### src/design/smda_pkg.sv
`default_nettype none

package smda_pkg;

  localparam int WORD_W    = 32;
  localparam int WORDS_DEF = 4;
  localparam int DIG_PER_WORD = 10;   // decimal digits per 32-bit word, upper bound
  localparam int TEN       = 10;

  localparam logic [2:0] OP_START = 3'd0;
  localparam logic [2:0] OP_DIGIT = 3'd1;
  localparam logic [2:0] OP_LOAD  = 3'd2;
  localparam logic [2:0] OP_ADD   = 3'd3;
  localparam logic [2:0] OP_SUB   = 3'd4;
  localparam logic [2:0] OP_PRINT = 3'd5;

  typedef enum logic {
    ALU_ADD,
    ALU_MUL10
  } alu_mode_e;

  typedef enum logic [2:0] {
    ST_IDLE,
    ST_WORD,
    ST_DABBLE,
    ST_SIGN,
    ST_SKIP,
    ST_EMIT
  } state_e;

  typedef enum logic [1:0] {
    PASS_MUL,
    PASS_LOAD,
    PASS_ADD,
    PASS_MAG
  } pass_e;

  typedef struct packed {
    alu_mode_e         mode;
    logic [WORD_W-1:0] a;
    logic [WORD_W-1:0] b;
    logic [3:0]        cin;
  } alu_req_t;

  typedef struct packed {
    logic [WORD_W-1:0] res;
    logic [3:0]        cout;
  } alu_rsp_t;

  typedef struct packed {
    logic clear;
    logic dabble;
    logic shift_bit;
    logic advance;
  } bcd_ctl_t;

endpackage

`default_nettype wire

### src/design/smda_word_alu.sv
`default_nettype none

module smda_word_alu
  import smda_pkg::*;
(
  input  alu_req_t req_i,
  output alu_rsp_t rsp_o
);

  logic [WORD_W+3:0] prod;
  logic [WORD_W:0]   sum;

  // word times ten plus incoming carry, or a plain add with carry
  assign prod = ({4'b0, req_i.a} * (WORD_W + 4)'(TEN)) + (WORD_W + 4)'(req_i.cin);
  assign sum  = {1'b0, req_i.a} + {1'b0, req_i.b} + (WORD_W + 1)'(req_i.cin[0]);

  always_comb begin
    unique case (req_i.mode)
      ALU_MUL10: begin
        rsp_o.res  = prod[WORD_W-1:0];
        rsp_o.cout = prod[WORD_W+3:WORD_W];
      end
      ALU_ADD: begin
        rsp_o.res  = sum[WORD_W-1:0];
        rsp_o.cout = {3'b0, sum[WORD_W]};
      end
      default: begin
        rsp_o.res  = sum[WORD_W-1:0];
        rsp_o.cout = {3'b0, sum[WORD_W]};
      end
    endcase
  end

endmodule

`default_nettype wire

### src/design/smda_bcd_conv.sv
`default_nettype none

module smda_bcd_conv
  import smda_pkg::*;
#(
  parameter int DIGITS = DIG_PER_WORD * WORDS_DEF
) (
  input  logic       clk_i,
  input  logic       rst_ni,
  input  bcd_ctl_t   ctl_i,
  output logic [3:0] top_digit_o
);

  localparam int BW = 4 * DIGITS;

  logic [BW-1:0] bcd_q, bcd_d;
  logic [BW-1:0] adj;

  // add three to every digit of five or more before the shift
  always_comb begin
    for (int i = 0; i < DIGITS; i++) begin
      if (bcd_q[4*i +: 4] >= 4'd5) begin
        adj[4*i +: 4] = bcd_q[4*i +: 4] + 4'd3;
      end else begin
        adj[4*i +: 4] = bcd_q[4*i +: 4];
      end
    end
  end

  always_comb begin
    priority if (ctl_i.clear) begin
      bcd_d = '0;
    end else if (ctl_i.dabble) begin
      bcd_d = {adj[BW-2:0], ctl_i.shift_bit};
    end else if (ctl_i.advance) begin
      bcd_d = {bcd_q[BW-5:0], 4'b0};
    end else begin
      bcd_d = bcd_q;
    end
  end

  always_ff @(posedge clk_i or negedge rst_ni) begin
    if (!rst_ni) begin
      bcd_q <= '0;
    end else begin
      bcd_q <= bcd_d;
    end
  end

  assign top_digit_o = bcd_q[BW-1 -: 4];

endmodule

`default_nettype wire

### src/design/signed_multiword_decimal_accumulator_core.sv
`default_nettype none

// Signed decimal accumulator of W = 32*WORDS bits, two's complement. Enter an
// operand as a start beat (with its sign) followed by digit beats, then load,
// add or subtract it into the accumulator, all modulo 2^W. A print beat
// produces an optional minus-sign beat and then the magnitude's decimal
// digits, most significant first, without leading zeros, the final one
// marked last. All word arithmetic runs through one 32-bit word unit under a small
// sequencer, one word per cycle. Start and the unused codes are done on
// acceptance; digit, load, add and subtract then step through the words. A
// print forms the magnitude word by word, converts it by shift-and-add-three,
// emits a minus-sign beat when the value is negative, skips leading zeros,
// then emits the digit beats; the sign and digit steps stretch while the
// output register is full and the sink is not ready. The input is not ready
// while an item is in progress; the output register lets a new item enter
// while the final result beat still waits.

module signed_multiword_decimal_accumulator_core
  import smda_pkg::*;
#(
  parameter int WORDS = WORDS_DEF
) (
  input  logic       clk_i,
  input  logic       rst_ni,

  input  logic       in_valid_i,
  output logic       in_ready_o,
  input  logic [2:0] operation_i,
  input  logic [3:0] digit_i,
  input  logic       negative_i,

  output logic       out_valid_o,
  input  logic       out_ready_i,
  output logic       is_sign_o,
  output logic [3:0] out_digit_o,
  output logic       last_o
);

  localparam int W      = WORD_W * WORDS;
  localparam int DIGITS = DIG_PER_WORD * WORDS;
  localparam int WCW    = (WORDS > 1) ? $clog2(WORDS) : 1;
  localparam int BCW    = $clog2(W);
  localparam int DCW    = $clog2(DIGITS + 1);

  // architectural state, word 0 least significant
  logic [WORD_W-1:0] acc_q [WORDS];
  logic [WORD_W-1:0] acc_d [WORDS];
  logic [WORD_W-1:0] opnd_q [WORDS];
  logic [WORD_W-1:0] opnd_d [WORDS];
  logic              neg_q, neg_d;

  // sequencer
  state_e            state_q, state_d;
  pass_e             pass_q, pass_d;
  logic              invert_q, invert_d;
  logic              minus_q, minus_d;
  logic [3:0]        carry_q, carry_d;
  logic [WCW-1:0]    word_cnt_q, word_cnt_d;
  logic [BCW-1:0]    bit_cnt_q, bit_cnt_d;
  logic [DCW-1:0]    dig_cnt_q, dig_cnt_d;
  logic [W-1:0]      mag_q, mag_d;

  // output register
  logic              out_valid_q, out_valid_d;
  logic              is_sign_q, is_sign_d;
  logic [3:0]        out_digit_q, out_digit_d;
  logic              last_q, last_d;

  alu_req_t          alu_req;
  alu_rsp_t          alu_rsp;
  bcd_ctl_t          bcd_ctl;
  logic [3:0]        top_digit;
  logic              in_fire;
  logic              out_free;

  smda_word_alu u_alu (
    .req_i (alu_req),
    .rsp_o (alu_rsp)
  );

  smda_bcd_conv #(
    .DIGITS (DIGITS)
  ) u_bcd (
    .clk_i       (clk_i),
    .rst_ni      (rst_ni),
    .ctl_i       (bcd_ctl),
    .top_digit_o (top_digit)
  );

  assign in_ready_o = (state_q == ST_IDLE);
  assign in_fire    = in_valid_i && in_ready_o;
  // the output register may take a new beat when empty or being drained
  assign out_free   = !out_valid_q || out_ready_i;

  // Shared word unit: operand word 0 and accumulator word 0 are always the
  // ones in play, the arrays rotate down by one word per step.
  always_comb begin
    alu_req.cin  = carry_q;
    alu_req.mode = ALU_ADD;
    alu_req.a    = '0;
    alu_req.b    = '0;
    unique case (pass_q)
      PASS_MUL: begin
        alu_req.mode = ALU_MUL10;
        alu_req.a    = opnd_q[0];
      end
      PASS_LOAD: begin
        alu_req.b = invert_q ? ~opnd_q[0] : opnd_q[0];
      end
      PASS_ADD: begin
        alu_req.a = acc_q[0];
        alu_req.b = invert_q ? ~opnd_q[0] : opnd_q[0];
      end
      PASS_MAG: begin
        alu_req.b = invert_q ? ~acc_q[0] : acc_q[0];
      end
      default: begin
        alu_req.mode = ALU_ADD;
      end
    endcase
  end

  always_comb begin
    state_d     = state_q;
    pass_d      = pass_q;
    invert_d    = invert_q;
    minus_d     = minus_q;
    carry_d     = carry_q;
    word_cnt_d  = word_cnt_q;
    bit_cnt_d   = bit_cnt_q;
    dig_cnt_d   = dig_cnt_q;
    mag_d       = mag_q;
    neg_d       = neg_q;
    acc_d       = acc_q;
    opnd_d      = opnd_q;
    bcd_ctl     = '0;
    out_valid_d = out_valid_q && !out_ready_i;
    is_sign_d   = is_sign_q;
    out_digit_d = out_digit_q;
    last_d      = last_q;

    unique case (state_q)
      ST_IDLE: begin
        if (in_fire) begin
          word_cnt_d = WCW'(WORDS - 1);
          unique case (operation_i)
            OP_START: begin
              for (int i = 0; i < WORDS; i++) begin
                opnd_d[i] = '0;
              end
              neg_d = negative_i;
            end
            OP_DIGIT: begin
              pass_d  = PASS_MUL;
              carry_d = digit_i;
              state_d = ST_WORD;
            end
            OP_LOAD: begin
              pass_d   = PASS_LOAD;
              invert_d = neg_q;
              carry_d  = {3'b0, neg_q};
              state_d  = ST_WORD;
            end
            OP_ADD: begin
              pass_d   = PASS_ADD;
              invert_d = neg_q;
              carry_d  = {3'b0, neg_q};
              state_d  = ST_WORD;
            end
            OP_SUB: begin
              // subtracting a negative operand adds its magnitude
              pass_d   = PASS_ADD;
              invert_d = !neg_q;
              carry_d  = {3'b0, !neg_q};
              state_d  = ST_WORD;
            end
            OP_PRINT: begin
              minus_d       = acc_q[WORDS-1][WORD_W-1];
              pass_d        = PASS_MAG;
              invert_d      = acc_q[WORDS-1][WORD_W-1];
              carry_d       = {3'b0, acc_q[WORDS-1][WORD_W-1]};
              bcd_ctl.clear = 1'b1;
              state_d       = ST_WORD;
            end
            default: begin
              // unused codes: drop the beat
              state_d = ST_IDLE;
            end
          endcase
        end
      end

      ST_WORD: begin
        carry_d = alu_rsp.cout;
        unique case (pass_q)
          PASS_MUL: begin
            for (int i = 0; i < WORDS - 1; i++) begin
              opnd_d[i] = opnd_q[i+1];
            end
            opnd_d[WORDS-1] = alu_rsp.res;
          end
          PASS_LOAD, PASS_ADD: begin
            for (int i = 0; i < WORDS - 1; i++) begin
              opnd_d[i] = opnd_q[i+1];
              acc_d[i]  = acc_q[i+1];
            end
            opnd_d[WORDS-1] = opnd_q[0];
            acc_d[WORDS-1]  = alu_rsp.res;
          end
          PASS_MAG: begin
            for (int i = 0; i < WORDS - 1; i++) begin
              acc_d[i] = acc_q[i+1];
            end
            acc_d[WORDS-1] = acc_q[0];
            mag_d = (mag_q >> WORD_W) | (W'(alu_rsp.res) << (W - WORD_W));
          end
          default: begin
            carry_d = alu_rsp.cout;
          end
        endcase
        if (word_cnt_q == '0) begin
          if (pass_q == PASS_MAG) begin
            bit_cnt_d = BCW'(W - 1);
            state_d   = ST_DABBLE;
          end else begin
            state_d = ST_IDLE;
          end
        end else begin
          word_cnt_d = word_cnt_q - 1'b1;
        end
      end

      ST_DABBLE: begin
        // feed the magnitude in, most significant bit first
        bcd_ctl.dabble    = 1'b1;
        bcd_ctl.shift_bit = mag_q[W-1];
        mag_d             = {mag_q[W-2:0], 1'b0};
        bit_cnt_d         = bit_cnt_q - 1'b1;
        if (bit_cnt_q == '0) begin
          dig_cnt_d = DCW'(DIGITS);
          state_d   = minus_q ? ST_SIGN : ST_SKIP;
        end
      end

      ST_SIGN: begin
        if (out_free) begin
          out_valid_d = 1'b1;
          is_sign_d   = 1'b1;
          out_digit_d = '0;
          last_d      = 1'b0;
          state_d     = ST_SKIP;
        end
      end

      ST_SKIP: begin
        // drop leading zeros, always keep the units digit
        if ((top_digit == '0) && (dig_cnt_q > DCW'(1))) begin
          bcd_ctl.advance = 1'b1;
          dig_cnt_d       = dig_cnt_q - 1'b1;
        end else begin
          state_d = ST_EMIT;
        end
      end

      ST_EMIT: begin
        if (out_free) begin
          out_valid_d     = 1'b1;
          is_sign_d       = 1'b0;
          out_digit_d     = top_digit;
          last_d          = (dig_cnt_q == DCW'(1));
          bcd_ctl.advance = 1'b1;
          dig_cnt_d       = dig_cnt_q - 1'b1;
          if (dig_cnt_q == DCW'(1)) begin
            state_d = ST_IDLE;
          end
        end
      end

      default: begin
        state_d = ST_IDLE;
      end
    endcase
  end

  always_ff @(posedge clk_i or negedge rst_ni) begin
    if (!rst_ni) begin
      state_q     <= ST_IDLE;
      pass_q      <= PASS_MUL;
      invert_q    <= 1'b0;
      minus_q     <= 1'b0;
      carry_q     <= '0;
      word_cnt_q  <= '0;
      bit_cnt_q   <= '0;
      dig_cnt_q   <= '0;
      neg_q       <= 1'b0;
      out_valid_q <= 1'b0;
      for (int i = 0; i < WORDS; i++) begin
        acc_q[i]  <= '0;
        opnd_q[i] <= '0;
      end
    end else begin
      state_q     <= state_d;
      pass_q      <= pass_d;
      invert_q    <= invert_d;
      minus_q     <= minus_d;
      carry_q     <= carry_d;
      word_cnt_q  <= word_cnt_d;
      bit_cnt_q   <= bit_cnt_d;
      dig_cnt_q   <= dig_cnt_d;
      neg_q       <= neg_d;
      out_valid_q <= out_valid_d;
      acc_q       <= acc_d;
      opnd_q      <= opnd_d;
    end
  end

  // payload: no reset needed
  always_ff @(posedge clk_i) begin
    mag_q       <= mag_d;
    is_sign_q   <= is_sign_d;
    out_digit_q <= out_digit_d;
    last_q      <= last_d;
  end

  assign out_valid_o = out_valid_q;
  assign is_sign_o   = is_sign_q;
  assign out_digit_o = out_digit_q;
  assign last_o      = last_q;

  // a digit leaving the converter must be a valid decimal digit
  a_emit_bcd_digit: assert property (@(posedge clk_i) disable iff (!rst_ni)
    (state_q == ST_EMIT) |-> (top_digit <= 4'd9))
    else $error("converter produced a non-decimal digit");

  // digit count never runs out while digits remain to be sent
  a_dig_cnt_live: assert property (@(posedge clk_i) disable iff (!rst_ni)
    ((state_q == ST_EMIT) || (state_q == ST_SKIP)) |-> (dig_cnt_q != '0))
    else $error("digit count exhausted during a print");

  // the sign beat is never the final beat of a print
  a_sign_not_last: assert property (@(posedge clk_i) disable iff (!rst_ni)
    (out_valid_o && is_sign_o) |-> !last_o)
    else $error("minus sign marked as last");

  // a print always keeps the block busy for at least the next cycle
  a_print_busy: assert property (@(posedge clk_i) disable iff (!rst_ni)
    (in_fire && (operation_i == OP_PRINT)) |=> !in_ready_o)
    else $error("print accepted without starting work");

  // word counter stays within the word range
  a_word_cnt_range: assert property (@(posedge clk_i) disable iff (!rst_ni)
    (state_q == ST_WORD) |-> (word_cnt_q <= WCW'(WORDS - 1)))
    else $error("word counter out of range");

endmodule

`default_nettype wire

### config.mk
export PLATFORM = sky130hd
export DESIGN_NAME = signed_multiword_decimal_accumulator_core
export DESIGN_NICKNAME = d
export VERILOG_FILES = /design/src/design/smda_pkg.sv /design/src/design/smda_word_alu.sv /design/src/design/smda_bcd_conv.sv /design/src/design/signed_multiword_decimal_accumulator_core.sv
export SDC_FILE = /design/constraint.sdc
export NUM_CORES = 2
export LEC_CHECK = 0
export ABC_AREA = 1
export BUFFER_PORTS_ARGS = -buffer_cell sky130_fd_sc_hd__buf_2
export CAP_MARGIN = 20
export CORE_MARGIN = 4
export CORE_UTILIZATION = 30
export CTS_BUF_LIST = sky130_fd_sc_hd__clkbuf_4
export CTS_CLUSTER_DIAMETER = 60
export CTS_CLUSTER_SIZE = 40
export DETAILED_ROUTE_END_ITERATION = 8
export SETUP_SLACK_MARGIN = 0.3
export SYNTH_ARGS = -nofsm -noshare
export SYNTH_HDL_FRONTEND = slang
export SYNTH_HIERARCHICAL = 1
export SYNTH_SLANG_ARGS = --single-unit
### constraint.sdc
create_clock -name clk_i -period 8.95 [get_ports clk_i]
set_input_delay 0.895 -clock clk_i [delete_from_list [all_inputs] [get_ports clk_i]]
set_output_delay 0.895 -clock clk_i [all_outputs]
set_load 0.02 [all_outputs]
==> PnR_summary.wiki <==
{| class="wikitable"
! Metric !! Value
|-
| Commonest cells after routing, fill and taps aside || 1,946 x sky130_fd_sc_hd__nand2_1, 601 x sky130_fd_sc_hd__inv_1, 447 x sky130_fd_sc_hd__o21ai_0, 443 x sky130_fd_sc_hd__dfrtp_1, 270 x sky130_fd_sc_hd__nand3_1
|-
| Number of enable-type register cells in the synthesized netlist || around 130
|-
| Static Leak || ~19 nW
|-
| Die extent in x || 362 µm
|-
| Detail Route Antenna Nets || 0
|-
| DP Cell Count || 6,780
|-
| Status || complete, no violations
|-
| Kind of critical path || register to register
|-
| CP startpoint || pass_q[0]$_DFFE_PN0P_
|-
| Kind of capture point of the worst setup path || register
|-
| Max-cap violation count || 0
|-
| Initial antenna violation count || 3
|-
| Smallest hold slack || ~0.23 ns
|-
| Peak supply drop || between 0.0002 and 0.0003 V
|-
| Clock tree from TritonCTS || built
|-
| Total Power Consumption || ~12 mW
|-
| Final routed DRC violation total || 0
|-
| Count of final setup violators || 0
|-
| Fmax || 0.179 GHz
|-
| Routing usage on met3 || under 10%
|-
| Share of post-route cells with drive strength above 1 || 4.99%
|-
| Global routing usage on met1 || a little under a quarter
|-
| Net count after synthesis || roughly 5,500
|-
| WHS Path Cells || 4
|-
| Cell count of the worst reg-to-reg path || 24
|-
| Time the final worst path needs with I/O delays and setup || around 5.6 ns
|-
| Post-synthesis register bit count || 578
|-
| Headroom to the max-slew limit || between 30% and 40%
|-
| Library cells used by synthesis || 54
|-
| Worst R2R End || opnd_q[16]$_DFFE_PN0P_
|-
| Vias in the first global route || roughly 31,000
|-
| Skew final || roughly 0.13 ns
|-
| Row Count || between 100 and 150
|-
| Total Nets Final || 5,399
|-
| Insertion delay of the later-clocked pin in the worst-skew pair || roughly 1.0 ns
|-
| Count of placed standard cells in the final layout, fillers left out || approximately 6,900
|-
| Number of warnings reported in the yosys synthesis log || 6
|-
| Wire per inst || 15.1 µm
|-
| Worst-Margin Slew || 0.995 ns
|-
| Post-DR vias/cell || slightly below 5
|-
| Sequential area share after synthesis || approximately 40%
|-
| Total power density per cell area || 301 mW/mm²
|-
| GRT Residual Overflow || 0
|-
| Count of buffers inserted at the top-level ports || 19
|-
| Post-DP HPWL || ~70,000 µm
|-
| Detailed-route via count || ~34,000
|-
| Number of hold violations in the final report || 0
|-
| Async S/R FF share, synth || 76.8%
|-
| Deepest level of the CTS H-tree || 2
|-
| Deepest clock path buffer count || 3
|-
| Data arrival time of the critical path || 6.52 ns
|-
| # clock sinks || just under 600
|-
| Synth Flop Type || sky130_fd_sc_hd__dfrtp_1
|-
| IO Pins || 20
|-
| Clk Tree Root Cell || sky130_fd_sc_hd__clkbuf_4
|-
| Area growth from synthesis to layout || 6.64%
|-
| Clock slew at the register clock pins of the worst setup and hold paths || around 0.20 ns
|-
| Most common cell after layout, fill and taps aside || sky130_fd_sc_hd__nand2_1
|-
| Area of the die || between 0.1 and 0.15 mm²
|-
| Post-synthesis cell area || around 0.038 mm²
|-
| Violation count after the first detailed-routing iteration || between 2,000 and 3,000
|-
| Most heavily used metal layer in global routing || met2
|-
| Number of clock buffers inserted by TritonCTS || 54
|-
| Global-route wire length before repair || about 170,000 µm
|-
| Number of optimization iterations in the first detailed-route pass || 5
|-
| Fraction of met2 tracks used by global routing || about 25%
|-
| Largest net degree at the start of global routing || ~140
|-
| R2r setup slk || ~3.4 ns
|-
| Worst hold start || out_ready_i
|-
| Floorplan core area || ~0.12 mm²
|-
| Hold Path Sink || out_valid_o$_DFF_PN0_
|-
| Total wire length || 104,000 µm
|-
| Final slew viol count || 0
|-
| Worst min-delay path category || input pin to register
|-
| Effective utilization at floorplan || a little under a third
|-
| Total track usage || between 10% and 20%
|-
| Share of the clock period used by the worst path || between 60% and 70%
|-
| Syn avg cell area || about 7.1 µm²
|-
| Count of fill cells added during filler insertion || about 13,000
|-
| Placer's final routability congestion estimate || roughly 0.95
|-
| Crit path max fanout || 32
|-
| Die Height || 362 µm
|-
| Startpoint kind of the worst setup timing path || register
|-
| Cell count after synthesis || about 5,300
|-
| Sum Neg Setup Slack || 0 ns
|-
| RSZ-0062 raised after global routing || false
|-
| Launching point of the worst reg2reg path || pass_q[0]$_DFFE_PN0P_
|-
| Data required time at the worst endpoint || just under 10 ns
|}
[through the flow]
step / area [µm²] / setup slack, ns / utilization (%)
floorplan: 37500 / 0.551 / -
global placement: 38900 / 3.35 / 31.3
detailed placement: 38900 / 3.41 / 31.3
CTS: 40000 / 3.39 / 32.3
global route: 40000 / 2.81 / 32.3
finish: 40000 / 3.35 / 32.3
[worst max-delay path by stage]
stage | to | slack, ns
finish | opnd_q[16]$_DFFE_PN0P_ | 3.35
global route | opnd_q[28]$_DFFE_PN0P_ | 2.81
CTS | opnd_q[17]$_DFFE_PN0P_ | 3.39
detailed placement | opnd_q[17]$_DFFE_PN0P_ | 3.41
global placement | opnd_q[17]$_DFFE_PN0P_ | 3.35
floorplan | bit_cnt_q[2]$_DFFE_PN0P_ | 0.55
[report_power, final]
| part | internal [mW] | leakage (nW) | switching [mW] |
|---|---|---|---|
| clock | 0.523 | 0.578 | 1.24 |
| sequential | 3.63 | 7.13 | 0.638 |
| combinational | 1.70 | 11.3 | 4.33 |
| total | 5.85 | 19.0 | 6.20 |
[registers in the layout, summed over array words and instances, names as in the netlist, 4 cells and up]
name	cells
out_digit_o	4
u_bcd/bcd_q	160
opnd_q	128
bit_cnt_q	7
dig_cnt_q	6
carry_q	4
acc_q	128
mag_q	128
[critical path, stage by stage, from the launching register on]
cell,delay [ns]
sky130_fd_sc_hd__dfrtp_1,0.44
sky130_fd_sc_hd__inv_1,0.09
sky130_fd_sc_hd__ha_2,0.55
sky130_fd_sc_hd__inv_1,0.08
sky130_fd_sc_hd__buf_4,0.28
sky130_fd_sc_hd__o22ai_1,0.53
sky130_fd_sc_hd__ha_1,0.33
sky130_fd_sc_hd__ha_1,0.30
sky130_fd_sc_hd__fa_1,0.48
sky130_fd_sc_hd__nand3_1,0.12
sky130_fd_sc_hd__nand3_2,0.15
sky130_fd_sc_hd__nand2_1,0.10
sky130_fd_sc_hd__nand2_1,0.14
sky130_fd_sc_hd__nand2_1,0.09
sky130_fd_sc_hd__nand2_1,0.16
sky130_fd_sc_hd__nor2_1,0.15
sky130_fd_sc_hd__nand2_1,0.11
sky130_fd_sc_hd__nor2_2,0.14
sky130_fd_sc_hd__nand3_1,0.11
sky130_fd_sc_hd__xor2_1,0.18
sky130_fd_sc_hd__a21oi_1,0.49
sky130_fd_sc_hd__nor2_1,0.10
sky130_fd_sc_hd__a21oi_1,0.18
sky130_fd_sc_hd__nand2_1,0.07
sky130_fd_sc_hd__o21ai_1,0.15
[logic make-up (layout without fill, tap and decap cells)]
logic type | after synthesis | in the layout | share of synthesized area (%)
buf+inv | 851 | 787 | 9.42
xor+xnor | 24 | 24 | 0.580
simple gates | 2695 | 2695 | 29.8
other cells | 0 | 2 | 0
flops | 578 | 578 | 40.3
compound gates | 979 | 979 | 13.7
fa+ha+maj | 185 | 185 | 6.25
[Yosys cell counts (16+ instances only)]
cell type | number | area [µm²]
sky130_fd_sc_hd__o22ai_1 | 34 | 213
sky130_fd_sc_hd__a21oi_1 | 239 | 1200
sky130_fd_sc_hd__nor2_2 | 16 | 100
sky130_fd_sc_hd__nand4_1 | 133 | 832
sky130_fd_sc_hd__nand2_2 | 23 | 144
sky130_fd_sc_hd__o21ai_1 | 193 | 966
sky130_fd_sc_hd__clkbuf_1 | 96 | 360
sky130_fd_sc_hd__ha_1 | 181 | 2260
sky130_fd_sc_hd__o211ai_1 | 35 | 263
sky130_fd_sc_hd__nand3_1 | 270 | 1350
sky130_fd_sc_hd__nand2_1 | 1947 | 7310
sky130_fd_sc_hd__buf_2 | 73 | 365
sky130_fd_sc_hd__xor2_1 | 18 | 158
sky130_fd_sc_hd__buf_6 | 26 | 293
sky130_fd_sc_hd__o21ai_0 | 447 | 2240
sky130_fd_sc_hd__edfxtp_1 | 134 | 4020
sky130_fd_sc_hd__inv_1 | 602 | 2260
sky130_fd_sc_hd__dfrtp_1 | 444 | 11100
sky130_fd_sc_hd__nor2_1 | 244 | 916
sky130_fd_sc_hd__inv_2 | 19 | 71.3
[layer usage]
layer	part of all wire, %	routed length (µm)
met1	48	50500
met2	44	46100
met3	4.9	5120
met4	2.3	2430
met5	0.026	27
[layout make-up]
class	count	area [µm²]	area share (%)
flip-flops and latches	578	15100	37.8
multi-input cells	3883	18900	47.2
clock inverters	46	702	1.75
clock buffers	56	420	1.05
well taps	1637	2050	5.12
diodes	2	5.00	0.0125
inverters	626	2350	5.88
repair buffers	59	455	1.14
[repair_timing]
action | CTS | global route
resized for setup | 0 | 0
setup buffers | 0 | 0
endpoints found under the hold margin | 98 | 0
hold buffers | 2 | 0
Note: power is estimated with default switching activity, not from simulation.
